==> config.mk <==
export PLATFORM = sky130hd
export DESIGN_NAME = srfx_regs
export DESIGN_NICKNAME = d
export VERILOG_FILES = /design/src/design/srfx_pkg.sv /design/src/design/srfx_regs.sv
export VERILOG_INCLUDE_DIRS = /design/src /design/src/design
export SDC_FILE = /design/constraint.sdc
export NUM_CORES = 1
export LEC_CHECK = 0
export BUFFER_PORTS_ARGS = -buffer_cell sky130_fd_sc_hd__buf_4
export CELL_PAD_IN_SITES_DETAIL_PLACEMENT = 0
export CELL_PAD_IN_SITES_GLOBAL_PLACEMENT = 1
export CORE_ASPECT_RATIO = 1.4
export CORE_MARGIN = 1.5
export CORE_UTILIZATION = 30
export DETAILED_ROUTE_END_ITERATION = 10
export PLACE_DENSITY = 0.72
export SYNTH_ARGS = -nofsm -noshare
export SYNTH_HDL_FRONTEND = slang
export SYNTH_SLANG_ARGS = --single-unit
==> constraint.sdc <==
create_clock -name clock -period 3.3 [get_ports clock]
set_input_delay 0.66 -clock clock [delete_from_list [all_inputs] [get_ports clock]]
set_output_delay 0.66 -clock clock [all_outputs]
set_load 0.01 [all_outputs]
==> src/design/scanline_raster_effects_unit_macros.svh <==
// Assertion macros shared by the raster-effects unit RTL.
`ifndef SCANLINE_RASTER_EFFECTS_UNIT_MACROS_SVH
`define SCANLINE_RASTER_EFFECTS_UNIT_MACROS_SVH

`ifndef ASSERT_OFF
// Checked property, quiet while reset is high.
`define SRFX_ASSERT(lbl, clk, rst, prop, msg) \
   lbl: assert property (@(posedge clk) disable iff (rst) prop) else $error(msg);
// Checked property, also checked during reset.
`define SRFX_ASSERT_ALWAYS(lbl, clk, prop, msg) \
   lbl: assert property (@(posedge clk) prop) else $error(msg);
`else
`define SRFX_ASSERT(lbl, clk, rst, prop, msg)
`define SRFX_ASSERT_ALWAYS(lbl, clk, prop, msg)
`endif

`endif

==> src/design/srfx_pkg.sv <==
// Types and constants of the scanline raster-effects unit.
`timescale 1ns / 1ps
`default_nettype none
package srfx_pkg;

   localparam logic [1:0] MODE_READ  = 2'd0;
   localparam logic [1:0] MODE_WRITE = 2'd1;
   localparam logic [1:0] MODE_HSYNC = 2'd2;

   localparam logic [4:0] OFF_SCROLL_LO = 5'h00;
   localparam logic [4:0] OFF_SCROLL_HI = 5'h01;
   localparam logic [4:0] OFF_PALETTE   = 5'h02;
   localparam logic [4:0] OFF_IRQ_LO    = 5'h04;
   localparam logic [4:0] OFF_IRQ_HI    = 5'h05;
   localparam logic [4:0] OFF_IRQ_EN    = 5'h06;
   localparam logic [4:0] OFF_IRQ_STAT  = 5'h08;
   localparam logic [4:0] OFF_TABLE_ON  = 5'h10;
   localparam logic [4:0] OFF_LOAD_LO   = 5'h12;
   localparam logic [4:0] OFF_LOAD_HI   = 5'h13;
   localparam logic [4:0] OFF_DATA_PORT = 5'h14;
   localparam logic [4:0] OFF_LINE_LO   = 5'h16;
   localparam logic [4:0] OFF_LINE_HI   = 5'h17;

   // work left for the cycle after accept
   localparam logic [1:0] OP_NONE  = 2'd0;
   localparam logic [1:0] OP_LOAD  = 2'd1;
   localparam logic [1:0] OP_HSYNC = 2'd2;

   localparam logic [1:0] PHASE_LO  = 2'd0;
   localparam logic [1:0] PHASE_MID = 2'd1;
   localparam logic [1:0] PHASE_HI  = 2'd2;

   typedef struct packed {
      logic        rd_en;
      logic [8:0]  rd_addr;
      logic        wr_en;
      logic [8:0]  wr_addr;
      logic [23:0] wr_data;
   } mem_req_type;

   typedef struct packed {
      logic [7:0]  read_data;
      logic [15:0] scroll_out;
      logic [7:0]  palette_out;
      logic        irq_pending;
      logic        irq_raised;
   } result_type;

endpackage
`default_nettype wire

==> src/design/srfx_regs.sv <==
// Register bank, bus decode, IRQ logic and table read-modify-write control.
`timescale 1ns / 1ps
`default_nettype none
`include "scanline_raster_effects_unit_macros.svh"
module srfx_regs #(
   parameter int TABLE_LINES = 262
) (
   input  logic                  clock,
   input  logic                  reset,
   input  logic                  accept,
   input  logic [1:0]            mode,
   input  logic [4:0]            reg_offset,
   input  logic [7:0]            write_data,
   input  logic [8:0]            line_number,
   input  logic [23:0]           mem_rd_data,
   output srfx_pkg::mem_req_type mem_req,
   output srfx_pkg::result_type  result,
   output logic                  done
);
   import srfx_pkg::*;

   localparam logic [9:0] LINES = 10'(TABLE_LINES);

   logic [15:0] scroll_ff, scroll_in;
   logic [7:0]  palette_ff, palette_in;
   logic [8:0]  irq_line_ff, irq_line_in;
   logic        irq_en_ff, irq_en_in;
   logic        irq_flag_ff, irq_flag_in;
   logic        table_on_ff, table_on_in;
   logic [8:0]  load_addr_ff, load_addr_in;
   logic [1:0]  load_phase_ff, load_phase_in;
   logic [8:0]  line_pos_ff, line_pos_in;
   logic [15:0] app_scroll_ff, app_scroll_in;
   logic [7:0]  app_palette_ff, app_palette_in;
   logic        pend_ff, pend_in;
   logic [1:0]  op_ff, op_in;
   logic [7:0]  rd_ff, rd_in;
   logic        raised_ff, raised_in;
   logic [1:0]  wb_phase_ff, wb_phase_in;
   logic [8:0]  wb_addr_ff, wb_addr_in;
   logic [7:0]  wb_byte_ff, wb_byte_in;

   logic [7:0]  read_byte;
   logic [8:0]  line_pos_inc;
   logic [23:0] merged;

   always_comb begin
      unique case (reg_offset)
         OFF_SCROLL_LO: read_byte = scroll_ff[7:0];
         OFF_SCROLL_HI: read_byte = scroll_ff[15:8];
         OFF_PALETTE:   read_byte = palette_ff;
         OFF_IRQ_LO:    read_byte = irq_line_ff[7:0];
         OFF_IRQ_HI:    read_byte = {7'd0, irq_line_ff[8]};
         OFF_IRQ_EN:    read_byte = {7'd0, irq_en_ff};
         OFF_IRQ_STAT:  read_byte = {7'd0, irq_flag_ff};
         OFF_TABLE_ON:  read_byte = {7'd0, table_on_ff};
         OFF_LOAD_LO:   read_byte = load_addr_ff[7:0];
         OFF_LOAD_HI:   read_byte = {7'd0, load_addr_ff[8]};
         OFF_LINE_LO:   read_byte = line_pos_ff[7:0];
         OFF_LINE_HI:   read_byte = {7'd0, line_pos_ff[8]};
         default:       read_byte = 8'd0;
      endcase
   end

   assign line_pos_inc = line_pos_ff + 9'd1;

   always_comb begin
      unique case (wb_phase_ff)
         PHASE_LO:  merged = {mem_rd_data[23:8], wb_byte_ff};
         PHASE_MID: merged = {mem_rd_data[23:16], wb_byte_ff, mem_rd_data[7:0]};
         default:   merged = {wb_byte_ff, mem_rd_data[15:0]};
      endcase
   end

   always_comb begin
      scroll_in      = scroll_ff;
      palette_in     = palette_ff;
      irq_line_in    = irq_line_ff;
      irq_en_in      = irq_en_ff;
      irq_flag_in    = irq_flag_ff;
      table_on_in    = table_on_ff;
      load_addr_in   = load_addr_ff;
      load_phase_in  = load_phase_ff;
      line_pos_in    = line_pos_ff;
      app_scroll_in  = app_scroll_ff;
      app_palette_in = app_palette_ff;
      pend_in        = pend_ff;
      op_in          = op_ff;
      rd_in          = rd_ff;
      raised_in      = raised_ff;
      wb_phase_in    = wb_phase_ff;
      wb_addr_in     = wb_addr_ff;
      wb_byte_in     = wb_byte_ff;
      mem_req        = '0;

      if (accept) begin
         pend_in   = 1'b1;
         op_in     = OP_NONE;
         rd_in     = 8'd0;
         raised_in = 1'b0;
         unique case (mode)
            MODE_READ: begin
               rd_in = read_byte;
            end
            MODE_WRITE: begin
               unique case (reg_offset)
                  OFF_SCROLL_LO: scroll_in[7:0]  = write_data;
                  OFF_SCROLL_HI: scroll_in[15:8] = write_data;
                  OFF_PALETTE:   palette_in      = write_data;
                  OFF_IRQ_LO:    irq_line_in[7:0] = write_data;
                  OFF_IRQ_HI:    irq_line_in[8]  = write_data[0];
                  OFF_IRQ_EN:    irq_en_in       = write_data[0];
                  OFF_IRQ_STAT: begin
                     if (write_data[0]) begin
                        irq_flag_in = 1'b0;
                     end
                  end
                  OFF_TABLE_ON: begin
                     table_on_in = write_data[0];
                     if (write_data[0]) begin
                        line_pos_in = 9'd0;
                     end
                  end
                  OFF_LOAD_LO: begin
                     load_addr_in[7:0] = write_data;
                     load_phase_in     = PHASE_LO;
                  end
                  OFF_LOAD_HI: begin
                     load_addr_in[8] = write_data[0];
                     load_phase_in   = PHASE_LO;
                  end
                  OFF_DATA_PORT: begin
                     // bytes past the table end are dropped
                     if ({1'b0, load_addr_ff} < LINES) begin
                        op_in           = OP_LOAD;
                        mem_req.rd_en   = 1'b1;
                        mem_req.rd_addr = load_addr_ff;
                        wb_addr_in      = load_addr_ff;
                        wb_phase_in     = load_phase_ff;
                        wb_byte_in      = write_data;
                        unique case (load_phase_ff)
                           PHASE_LO:  load_phase_in = PHASE_MID;
                           PHASE_MID: load_phase_in = PHASE_HI;
                           default: begin
                              load_phase_in = PHASE_LO;
                              load_addr_in  = load_addr_ff + 9'd1;
                           end
                        endcase
                     end
                  end
                  default: ;
               endcase
            end
            MODE_HSYNC: begin
               if (table_on_ff) begin
                  if ({1'b0, line_pos_ff} < LINES) begin
                     op_in           = OP_HSYNC;
                     mem_req.rd_en   = 1'b1;
                     mem_req.rd_addr = line_pos_ff;
                  end
                  line_pos_in = ({1'b0, line_pos_inc} >= LINES) ? 9'd0 : line_pos_inc;
               end else begin
                  app_scroll_in  = scroll_ff;
                  app_palette_in = palette_ff;
               end
               if (irq_en_ff && (line_number == irq_line_ff) && !irq_flag_ff) begin
                  irq_flag_in = 1'b1;
                  raised_in   = 1'b1;
               end
            end
            default: ;
         endcase
      end

      // finish cycle: table data is back from the memory
      if (pend_ff) begin
         pend_in = 1'b0;
         op_in   = OP_NONE;
         unique case (op_ff)
            OP_LOAD: begin
               mem_req.wr_en   = 1'b1;
               mem_req.wr_addr = wb_addr_ff;
               mem_req.wr_data = merged;
            end
            OP_HSYNC: begin
               app_scroll_in  = mem_rd_data[15:0];
               app_palette_in = mem_rd_data[23:16];
            end
            default: ;
         endcase
      end
   end

   always_ff @(posedge clock) begin
      if (reset) begin
         scroll_ff      <= '0;
         palette_ff     <= '0;
         irq_line_ff    <= '0;
         irq_en_ff      <= 1'b0;
         irq_flag_ff    <= 1'b0;
         table_on_ff    <= 1'b0;
         load_addr_ff   <= '0;
         load_phase_ff  <= PHASE_LO;
         line_pos_ff    <= '0;
         app_scroll_ff  <= '0;
         app_palette_ff <= '0;
         pend_ff        <= 1'b0;
         op_ff          <= OP_NONE;
      end else begin
         scroll_ff      <= scroll_in;
         palette_ff     <= palette_in;
         irq_line_ff    <= irq_line_in;
         irq_en_ff      <= irq_en_in;
         irq_flag_ff    <= irq_flag_in;
         table_on_ff    <= table_on_in;
         load_addr_ff   <= load_addr_in;
         load_phase_ff  <= load_phase_in;
         line_pos_ff    <= line_pos_in;
         app_scroll_ff  <= app_scroll_in;
         app_palette_ff <= app_palette_in;
         pend_ff        <= pend_in;
         op_ff          <= op_in;
      end
   end

   always_ff @(posedge clock) begin
      rd_ff       <= rd_in;
      raised_ff   <= raised_in;
      wb_phase_ff <= wb_phase_in;
      wb_addr_ff  <= wb_addr_in;
      wb_byte_ff  <= wb_byte_in;
   end

   assign result.read_data   = rd_ff;
   assign result.scroll_out  = app_scroll_in;
   assign result.palette_out = app_palette_in;
   assign result.irq_pending = irq_flag_ff;
   assign result.irq_raised  = raised_ff;
   assign done               = pend_ff;

   `SRFX_ASSERT(a_raise_sets_flag, clock, reset, (pend_ff && raised_ff) |-> irq_flag_ff, "raise w/o flag")
   `SRFX_ASSERT(a_phase_legal, clock, reset, load_phase_ff <= PHASE_HI, "bad load phase")
   `SRFX_ASSERT(a_line_pos_in_table, clock, reset, 10'(line_pos_ff) < LINES, "line pos past table")

endmodule
`default_nettype wire
# [After elaboration in Yosys (flattened, before gate mapping)]
# Index checks and enable logic that the tools add are counted.
[classes] n_reduce_logical=27 muxes=43 eq_ne=26 n_addsub=2 n_lt_le_gt_ge=3
[op_table] cell="case mux 8 bit (12 select lines)" count=1
[op_table] cell="two-way mux 16 bit" count=5
[op_table] cell="two-way mux 34 bit" count=2
[op_table] cell="two-way mux 9 bit" count=6
[op_table] cell="two-way mux 10 bit" count=5
[op_table] cell="case mux 24 bit (2 select lines)" count=1
[op_table] cell="two-way mux 8 bit" count=5
[op_table] cell="== test 5 bit (second input constant)" count=6
[op_table] cell="AND reduction 3 bit" count=7
[op_table] cell="case mux 10 bit (2 select lines)" count=1
[op_table] cell="AND reduction 5 bit" count=4
[op_table] cell="adder 9 x 1 -> 9 bit (second input constant)" count=2
[op_table] cell="< comparator 9 bit (second input constant)" count=2
[op_table] cell="case mux 9 bit (2 select lines)" count=1
[op_table] cell="case mux 8 bit (2 select lines)" count=1
[op_table] cell="== test 5 x 3 -> 1 bit (second input constant)" count=3
[op_table] cell="case mux 2 bit (2 select lines)" count=3
[op_table] cell="inequality test 2 bit (second input constant)" count=5
[op_table] cell="== test 9 bit" count=1
[op_table] cell=">= comparator 9 bit (second input constant)" count=1
[op_table] cell="== test 2 x 1 -> 1 bit (second input constant)" count=4
[op_table] cell="AND reduction 4 bit" count=2
[op_table] cell="nonzero test 2 bit" count=4
[op_table] cell="two-way mux 1 bit" count=7
[op_table] cell="12 further kinds" count=22
[totals] ff_bits=111 inputBits=51 wordCells=122

# [Longest topological paths before layout]
# Gate-level depths: netlist of run 1.
[logic_depth] depth_word=5 mapped_depth=9 mapped_depth_nobuf=8

# [Least setup slack after synthesis of run 1]
# OpenSTA, ideal clock, no wires.
[synth_path] path_type="input-to-output" start="input port reg_offset[0]" end="output port mem_req[34] (netlist bit)" arrival_time_ns=2.289 setup_slack_ns=0.351 n_path_buf=2 stages=7 path_cell_list="nor2_1 and3_1 clkbuf_1 and3_2 and2_1 buf_2 a22o_1"
[synth_rtl] element="start, declared" line="srfx_regs.sv:12" source="input logic [4:0] reg_offset,"
[synth_rtl] element="end, declared" line="srfx_regs.sv:16" source="output srfx_pkg::mem_req_type mem_req,"

==> results of run 1 <==
-- worst max path at each step --
stage,end,start
6_report,mem_req[42],load_addr_ff[3]
5_1_grt,mem_req[40],load_addr_ff[3]
4_1_cts,mem_req[42],load_addr_ff[3]
3_5_place_dp,result[21],mode[0]
3_3_place_gp,result[21],mode[0]
2_1_floorplan,mem_req[34],reg_offset[0]
-- routing by layer --
metal	global-route usage, %	vias to the layer above	routed length [µm]
met5	0	-	0
met1	23.0	2614	8690
met4	6.56	0	544
met3	4.05	34	1170
met2	32.9	205	10200
li1	-	2775	-
-- critical path, stage by stage, from the launching register on --
cell and delay [ns]:
dfxtp_1 0.33, or4_4 0.54, o31ai_4 0.21, and3_2 0.22
and2_1 0.36, a22o_1 0.23, buf_4 0.13
-- cell families after synthesis --
| group | after synthesis | share of synthesized area, % |
|---|---|---|
| fa+ha+maj | 6 | 1.21 |
| mux | 93 | 15.1 |
| xor+xnor | 12 | 1.70 |
| flops | 111 | 40.4 |
| buf+inv | 68 | 4.67 |
| simple gates | 277 | 22.0 |
| compound gates | 143 | 14.9 |
-- synthesized netlist by cell type (6+ instances only) --
master    number
a21oi_1       38
a222oi_1       7
a22o_1         7
a31oi_1        7
and2_1        38
buf_2         14
clkbuf_1      35
dfxtp_1       83
edfxtp_1      28
ha_1           6
inv_1         12
mux2i_1       91
nand2_1       78
nand3_1        9
nand4_1       12
nor2_1        74
nor3_1        17
nor4_1        12
o21ai_0       49
xnor2_1       11
-- power by group through the flow --
stage / registers [mW] / clock network [mW] / logic [mW]
floorplan: 1.43 / 0 / 0.102
global placement: 1.43 / 0 / 0.220
detailed placement: 1.43 / 0 / 0.220
CTS: 1.40 / 1.13 / 0.221
global route: 1.40 / 1.19 / 0.237
finish: 1.40 / 1.11 / 0.220
-- final cells by class --
type,instances,share of cell area [%]
Multi-Input combinational cell,531,43.9
Tap cell,256,4.13
Clock inverter,7,0.919
Timing Repair Buffer,159,15.4
Sequential cell,111,32.2
Inverter,12,0.580
Clock buffer,9,2.90
-- flip-flops by register name (all words and copies together), names as in the netlist, 8 cells and up --
register	count
irq_line_ff	9
wb_addr_ff	9
scroll_ff	16
rd_ff	8
app_palette_ff	8
wb_byte_ff	8
palette_ff	8
line_pos_ff	9
load_addr_ff	9
app_scroll_ff	16
==> qor.yml, run 1 <==
dieWidth_um: 124
yosysTopAreaCell: "dfxtp_1"
synth_top_area_share_pct: 26.8
placed_cell_area_um2: 7470
r2r_slack_ns: 0.67
finalWorstSetupSlack_ns: 0.254
rr_worst_depth: 7
finalHoldViolCount: 0
grt_pass1_wl_um: 31900
status: "finished clean"
dp_cells: 1069
hold_path_class: "flop to flop"
async_reset_ff_share_pct: 0
drive_above_1_share_pct: 23.8
hold_ws_ns: 0.519
first_pass_iters: 5
dp_hpwl_um: 15500
root_buffer: "clkbuf_16"
maxCapViolations: 0
synth-seq-cells: 111
drt_wl_total_um: 20600
critPathArrivalTime_ns: 2.39
fillCellCount: 2137
yosysUniqueCellTypes: 62
detailedPlace.worstSlack_ns: 0.388
clk_pin_slew_ns: 0.08
multi_input_area_um2: 3400
area_delta_synth_final_pct: 25.3
holdBufCountCts: 0
vias_per_cell: 5.19
grt_pass1_vias: 5591
seq_area_um2: 2500
period_share_pct: 92.3
finalNonFillerCells: 1085
fin_area_um2: 7760
start_util_pct: 30.4
postLayoutCoreUtil_pct: 38.0
final_cell_mix: "buf_4 (159), mux2i_1 (91), dfxtp_1 (83)"
cts.path.max_buffers: 2
final_nets: 881
overflow: 0
leakagePower_nw: 3.23
postCtsSetupRepairBufs: 0
antenna_found_initial: 0
switching_share_pct: 26.0
critPathMaxFanout: 9
grtUsageTotal_pct: 18.9
combinationalPowerShare_pct: 8.1
min_to: "wb_phase_ff[0]"
antenna_left: 0
skew_ns: 0.0119
synth_area_um2: 6190
io_buffers: 129
min_from: "load_phase_ff[0]"
ys_seq_area_share_pct: 40.4
slew_headroom_pct: 50.6
cts_sinks: 111
rows: 62
final_common_cell: "buf_4"
dieArea_um2: 21500
vias: 5628
synth_nets: 767
path_class: "flop to output pin"
synth.avg_cell_area_um2: 8.72
p_total_mw: 2.73
cts_max_level: 3
finalSetupViolCount: 0
seq_power_share_pct: 51.2
ioPinCount: 130
start_kind: "flop"
required_ns: 2.64
gp_congestion: 0.870
numCtsBuffers: 9
p_int_mw: 2.02
ir_drop_mv: 0.234
clock_power_share_pct: 40.7
worst_pin_slew_ns: 0.735
slew_viol_final: 0
reg2reg_to: "line_pos_ff[7]"
fp.dieH_um: 173
critPathCaptureType: "output pin"
p_switching_mw: 0.712
synth_cells: 710
yosys_warnings: 0
cts.repair.resized: 0
synth_edf_count: 28
core_area_um2: 20400
cts_tree: "yes"
grt_max_degree: 60
clk_latency_ns: 0.36
antennaDiodeCount: 0
wl_per_cell_um: 19.0
drc: 0
synth_area_leaders: "dfxtp_1 (27%), mux2i_1 (15%), edfxtp_1 (14%)"
period_needed_ns: 3.05
tns_ns: 0
rsz0062_at_grt: "no"
drt_iter0_drc: 579
holdPathStages: 0
synth_ff_type: "dfxtp_1"
regToRegStartpoint: "line_pos_ff[1]"
pwr_density_cell_nw_per_um2: 352
max_freq_ghz: 0.328
Power figures use the tool's default switching activity.
==> inputs of run 2 (changes only) <==
--- a/config.mk
+++ b/config.mk
@@ -6,7 +6,7 @@
 export SDC_FILE = /design/constraint.sdc
 export NUM_CORES = 1
 export LEC_CHECK = 0
-export BUFFER_PORTS_ARGS = -buffer_cell sky130_fd_sc_hd__buf_4
+export BUFFER_PORTS_ARGS = -buffer_cell sky130_fd_sc_hd__buf_2
 export CELL_PAD_IN_SITES_DETAIL_PLACEMENT = 0
 export CELL_PAD_IN_SITES_GLOBAL_PLACEMENT = 1
 export CORE_ASPECT_RATIO = 1.4
==> run 2 against run 1 <==
Against the previous run:
- die area did not move
- clock skew rose by 0.00065 ns
- worst hold slack improved by 0.0028 ns
- global-route usage fell by 0.41 points
- highest routed layer is now met5
- critical endpoint unchanged
- fmax fell by 3.2%
- sequential share of layout area rose by 1.5 points
- critical path depth did not move
- final cell count did not move
==> qor.yml, run 2 (synthesized netlist as in run 1, its figures left out) <==
grt_max_degree: 49
required_ns: 2.64
cp_slowest_cell: "or4_4"
path_class: "flop to output pin"
gp_congestion: 0.881
antenna_left: 0
slew_headroom_pct: 49.7
p_int_mw: 2.03
cts_max_level: 3
wl_per_cell_um: 18.5
maxCapViolations: 0
clock_power_share_pct: 40.1
fp.dieH_um: 173
area_delta_synth_final_pct: 19.9
final_nets: 879
grt_pass1_vias: 5349
drive_above_1_share_pct: 23.5
rsz0062_at_grt: "no"
start_util_pct: 30.4
start_kind: "flop"
pwr_density_cell_nw_per_um2: 361
worst_pin_slew_ns: 0.749
slew_viol_final: 0
final_common_cell: "buf_2"
placed_cell_area_um2: 7130
fin_area_um2: 7430
cp_top_family: "simple AND/OR/NAND/NOR gates"
clk_pin_slew_ns: 0.07
critPathCaptureType: "output pin"
drt_iter0_drc: 423
core_area_um2: 20400
numCtsBuffers: 9
grtUsageTotal_pct: 18.5
cts.path.max_buffers: 2
final_cell_mix: "buf_2 (129), mux2i_1 (91), dfxtp_1 (83)"
dp_hpwl_um: 15100
cts_tree: "yes"
dieArea_um2: 21500
postLayoutCoreUtil_pct: 36.4
ir_drop_mv: 0.254
hold_path_class: "flop to flop"
holdBufCountCts: 0
period_needed_ns: 3.15
overflow: 0
switching_share_pct: 24.1
tns_ns: 0
vias_per_cell: 5.18
grt_pass1_wl_um: 30900
rows: 62
antenna_found_initial: 3
hold_ws_ns: 0.521
drc: 0
cts_sinks: 111
status: "finished clean"
seq_power_share_pct: 52.3
combinationalPowerShare_pct: 7.6
max_freq_ghz: 0.318
cpPeakStageDelay_ns: 0.51
first_pass_iters: 6
root_buffer: "clkbuf_16"
finalHoldViolCount: 0
vias: 5616
leakagePower_nw: 3.18
drt_wl_total_um: 20100
postCtsSetupRepairBufs: 0
io_buffers: 129
dieWidth_um: 124
p_switching_mw: 0.646
clk_latency_ns: 0.36
critPathMaxFanout: 9
finalSetupViolCount: 0
critPathArrivalTime_ns: 2.49
period_share_pct: 95.4
path_buf_inv: 1
ioPinCount: 130
top_regs: "app_scroll_ff (16), scroll_ff (16)"
skew_ns: 0.0125
path_cells: "or4_4, o31ai_4, and3_2, and2_2, a22o_1, buf_2"
==> run 2: through the flow <==
stage,worst slack [ns],instances,power (mW)
2_1_floorplan,0.351,710,1.54
3_3_place_gp,0.402,1067,1.64
3_5_place_dp,0.388,1067,1.64
4_1_cts,0.0385,1083,2.72
5_1_grt,0.0927,1084,2.77
6_report,0.152,1085,2.68
==> run 2: metal layers <==
layer	wire, µm	up-vias	GRT usage (%)
met3	1010	40	4.02
met5	7	-	0
met1	8820	2626	23.1
met4	678	2	7.61
met2	9590	175	30.7
li1	-	2773	-
==> run 2: layout make-up <==
cell class	instances	area, µm²
Antenna cell	2	5.00
Clock buffer	12	258
Clock inverter	4	35.0
Fill cell	2183	13000
Inverter	12	45.0
Multi-Input combinational cell	531	3410
Sequential cell	111	2500
Tap cell	256	320
Timing Repair Buffer	157	856
==> run 2: power groups by stage <==
stage / registers [mW] / clock network [mW] / logic, mW
3_3_place_gp: 1.43 / 0 / 0.204
4_1_cts: 1.40 / 1.11 / 0.204
3_5_place_dp: 1.43 / 0 / 0.203
2_1_floorplan: 1.43 / 0 / 0.102
5_1_grt: 1.40 / 1.15 / 0.218
6_report: 1.40 / 1.08 / 0.203
==> run 2: what timing repair did <==
action                                  4_1_cts  5_1_grt
endpoints found under the setup margin        0        5
hold endpoints to repair                      0        0
gates resized for setup                       0        1
==> run 2: final timing paths <==
| kind | end | slack (ns) | startpoint | cells after the start |
|---|---|---|---|---|
| worst max-delay path | mem_req[42] | 0.15 | load_addr_ff[5] | 6 |
| worst min-delay path | wb_phase_ff[0] | 0.52 | load_phase_ff[0] | 0 |
| worst min register to register | wb_phase_ff[0] | 0.52 | load_phase_ff[0] | 0 |
| worst max register to register | line_pos_ff[3] | 0.76 | line_pos_ff[1] | 7 |
==> run 2: worst reg2reg max path: cells and delay by family, from the launching register on <==
kind,cells,cell delay [ns]
and+or+nand+nor,3,0.59
DFF,1,0.58
AOI/OAI and AO/OA,3,1.00
adders and majority gates,1,0.24
==> inputs of run 3 (changes only) <==
--- a/config.mk
+++ b/config.mk
@@ -7,7 +7,7 @@
 export NUM_CORES = 1
 export LEC_CHECK = 0
 export BUFFER_PORTS_ARGS = -buffer_cell sky130_fd_sc_hd__buf_2
-export CELL_PAD_IN_SITES_DETAIL_PLACEMENT = 0
+export CELL_PAD_IN_SITES_DETAIL_PLACEMENT = 1
 export CELL_PAD_IN_SITES_GLOBAL_PLACEMENT = 1
 export CORE_ASPECT_RATIO = 1.4
 export CORE_MARGIN = 1.5
==> run 3 against run 2 <==
Against the previous run:
- setup slack improved by 0.017 ns
- final cell count barely moved
- clock-buffer cell count fell by 2
- first-iteration DRC count fell by 25%
- sequential share of layout area fell by 0.12 points
- wire length rose by 7.2%
- combinational power barely moved
- cell area rose by 0.35%
- die area did not move
- via count rose by 4.3%
- total power rose by 3.9%
- largest cell class unchanged
- largest power group unchanged
==> qor.yml, run 3 (synthesized netlist as in run 1, its figures left out) <==
gp_congestion: 0.881
core_area_um2: 20400
cp_top_family: "simple AND/OR/NAND/NOR gates"
drt_iter0_drc: 316
dp_cells: 1067
path_cells: "or4_4, o31ai_4, and3_2, and2_2, a22o_1, buf_2"
cts.path.max_buffers: 2
final_cell_mix: "buf_2 (129), mux2i_1 (91), dfxtp_1 (83)"
p_int_mw: 2.11
start_kind: "flop"
vias: 5859
cts_sinks: 111
grt_pass1_wl_um: 33200
skew_ns: 0.00632
cts_max_level: 3
grt_max_degree: 49
worst_pin_slew_ns: 0.789
vias_per_cell: 5.40
period_share_pct: 94.9
p_total_mw: 2.78
start_util_pct: 30.4
finalSetupViolCount: 0
path_class: "flop to output pin"
drive_above_1_share_pct: 23.6
switching_share_pct: 24.1
hold_ws_ns: 0.507
ioPinCount: 130
cp_slowest_cell: "or4_4"
overflow: 0
critPathArrivalTime_ns: 2.47
tns_ns: 0
top_regs: "app_scroll_ff (16), scroll_ff (16)"
critPathCaptureType: "output pin"
cpPeakStageDelay_ns: 0.52
leakagePower_nw: 3.19
finalHoldViolCount: 0
dp_hpwl_um: 16100
seq_power_share_pct: 50.3
grtUsageTotal_pct: 19.7
drc: 0
maxCapViolations: 0
fp.dieH_um: 173
final_nets: 879
max_freq_ghz: 0.319
ir_drop_mv: 0.248
hold_path_class: "flop to flop"
rows: 62
numCtsBuffers: 9
clk_pin_slew_ns: 0.08
io_buffers: 129
pwr_density_cell_nw_per_um2: 374
clk_latency_ns: 0.36
rsz0062_at_grt: "no"
final_common_cell: "buf_2"
holdBufCountCts: 0
cts_tree: "yes"
wl_per_cell_um: 19.9
path_buf_inv: 1
slew_viol_final: 0
dieWidth_um: 124
first_pass_iters: 5
finalNonFillerCells: 1084
drt_wl_total_um: 21600
required_ns: 2.64
critPathMaxFanout: 9
root_buffer: "clkbuf_16"
slew_headroom_pct: 47.0
period_needed_ns: 3.13
status: "finished clean"
grt_pass1_vias: 5774
dieArea_um2: 21500
clock_power_share_pct: 42.3
antenna_left: 0
antenna_found_initial: 3
area_delta_synth_final_pct: 20.3
combinationalPowerShare_pct: 7.4
p_switching_mw: 0.672
## run 3: power by group through the flow
stage	combinational [mW]	sequential, mW	clock, mW
3_5_place_dp	0.206	1.43	0
6_report	0.206	1.40	1.18
5_1_grt	0.222	1.40	1.24
3_3_place_gp	0.204	1.43	0
2_1_floorplan	0.102	1.43	0
4_1_cts	0.207	1.40	1.21
## run 3: path summary, 6_finish.rpt
check                           cells after the start  slack [ns]        startpoint        endpoint
worst max-delay path                                6        0.17   load_addr_ff[5]     mem_req[42]
worst min-delay path                                0        0.51  load_phase_ff[0]  wb_phase_ff[0]
worst max register to register                      6        0.70    line_pos_ff[3]  line_pos_ff[2]
worst min register to register                      0        0.51  load_phase_ff[0]  wb_phase_ff[0]
## run 3: cell type report
| class | count | area (µm²) |
|---|---|---|
| clock inverters | 6 | 71.3 |
| well taps | 256 | 320 |
| flip-flops and latches | 111 | 2500 |
| clock buffers | 10 | 250 |
| multi-input cells | 531 | 3410 |
| diodes | 1 | 2.50 |
| fillers | 2429 | 12900 |
| repair buffers | 157 | 856 |
| inverters | 12 | 45.0 |
## run 3: worst register-to-register path, cell delays in order (launching register included)
cell and delay (ns):
dfxtp_1 0.74, and3_1 0.39, nand4_1 0.20, o31ai_1 0.31
a2111oi_2 0.13, a221oi_2 0.57, nor4_1 0.12
## run 3: per-layer routing
layer  track usage (%)  routed length [µm]
met2              34.9               10700
met1              23.0                8920
met5                 0                  31
met4              8.33                 717
met3              3.84                1180
## run 3: per-stage QoR
step	area [µm²]	utilization (%)	setup slack [ns]
2_1_floorplan	6190	-	0.351
5_1_grt	7450	36.5	0.0859
3_5_place_dp	7130	34.9	0.335
6_report	7450	36.5	0.170
4_1_cts	7450	36.5	0.00360
3_3_place_gp	7130	34.9	0.402
## run 3: repair_timing
action,in CTS,in global routing
setup buffers,0,0
resized for setup,0,1
endpoints found under the setup margin,0,9
endpoints found under the hold margin,0,0
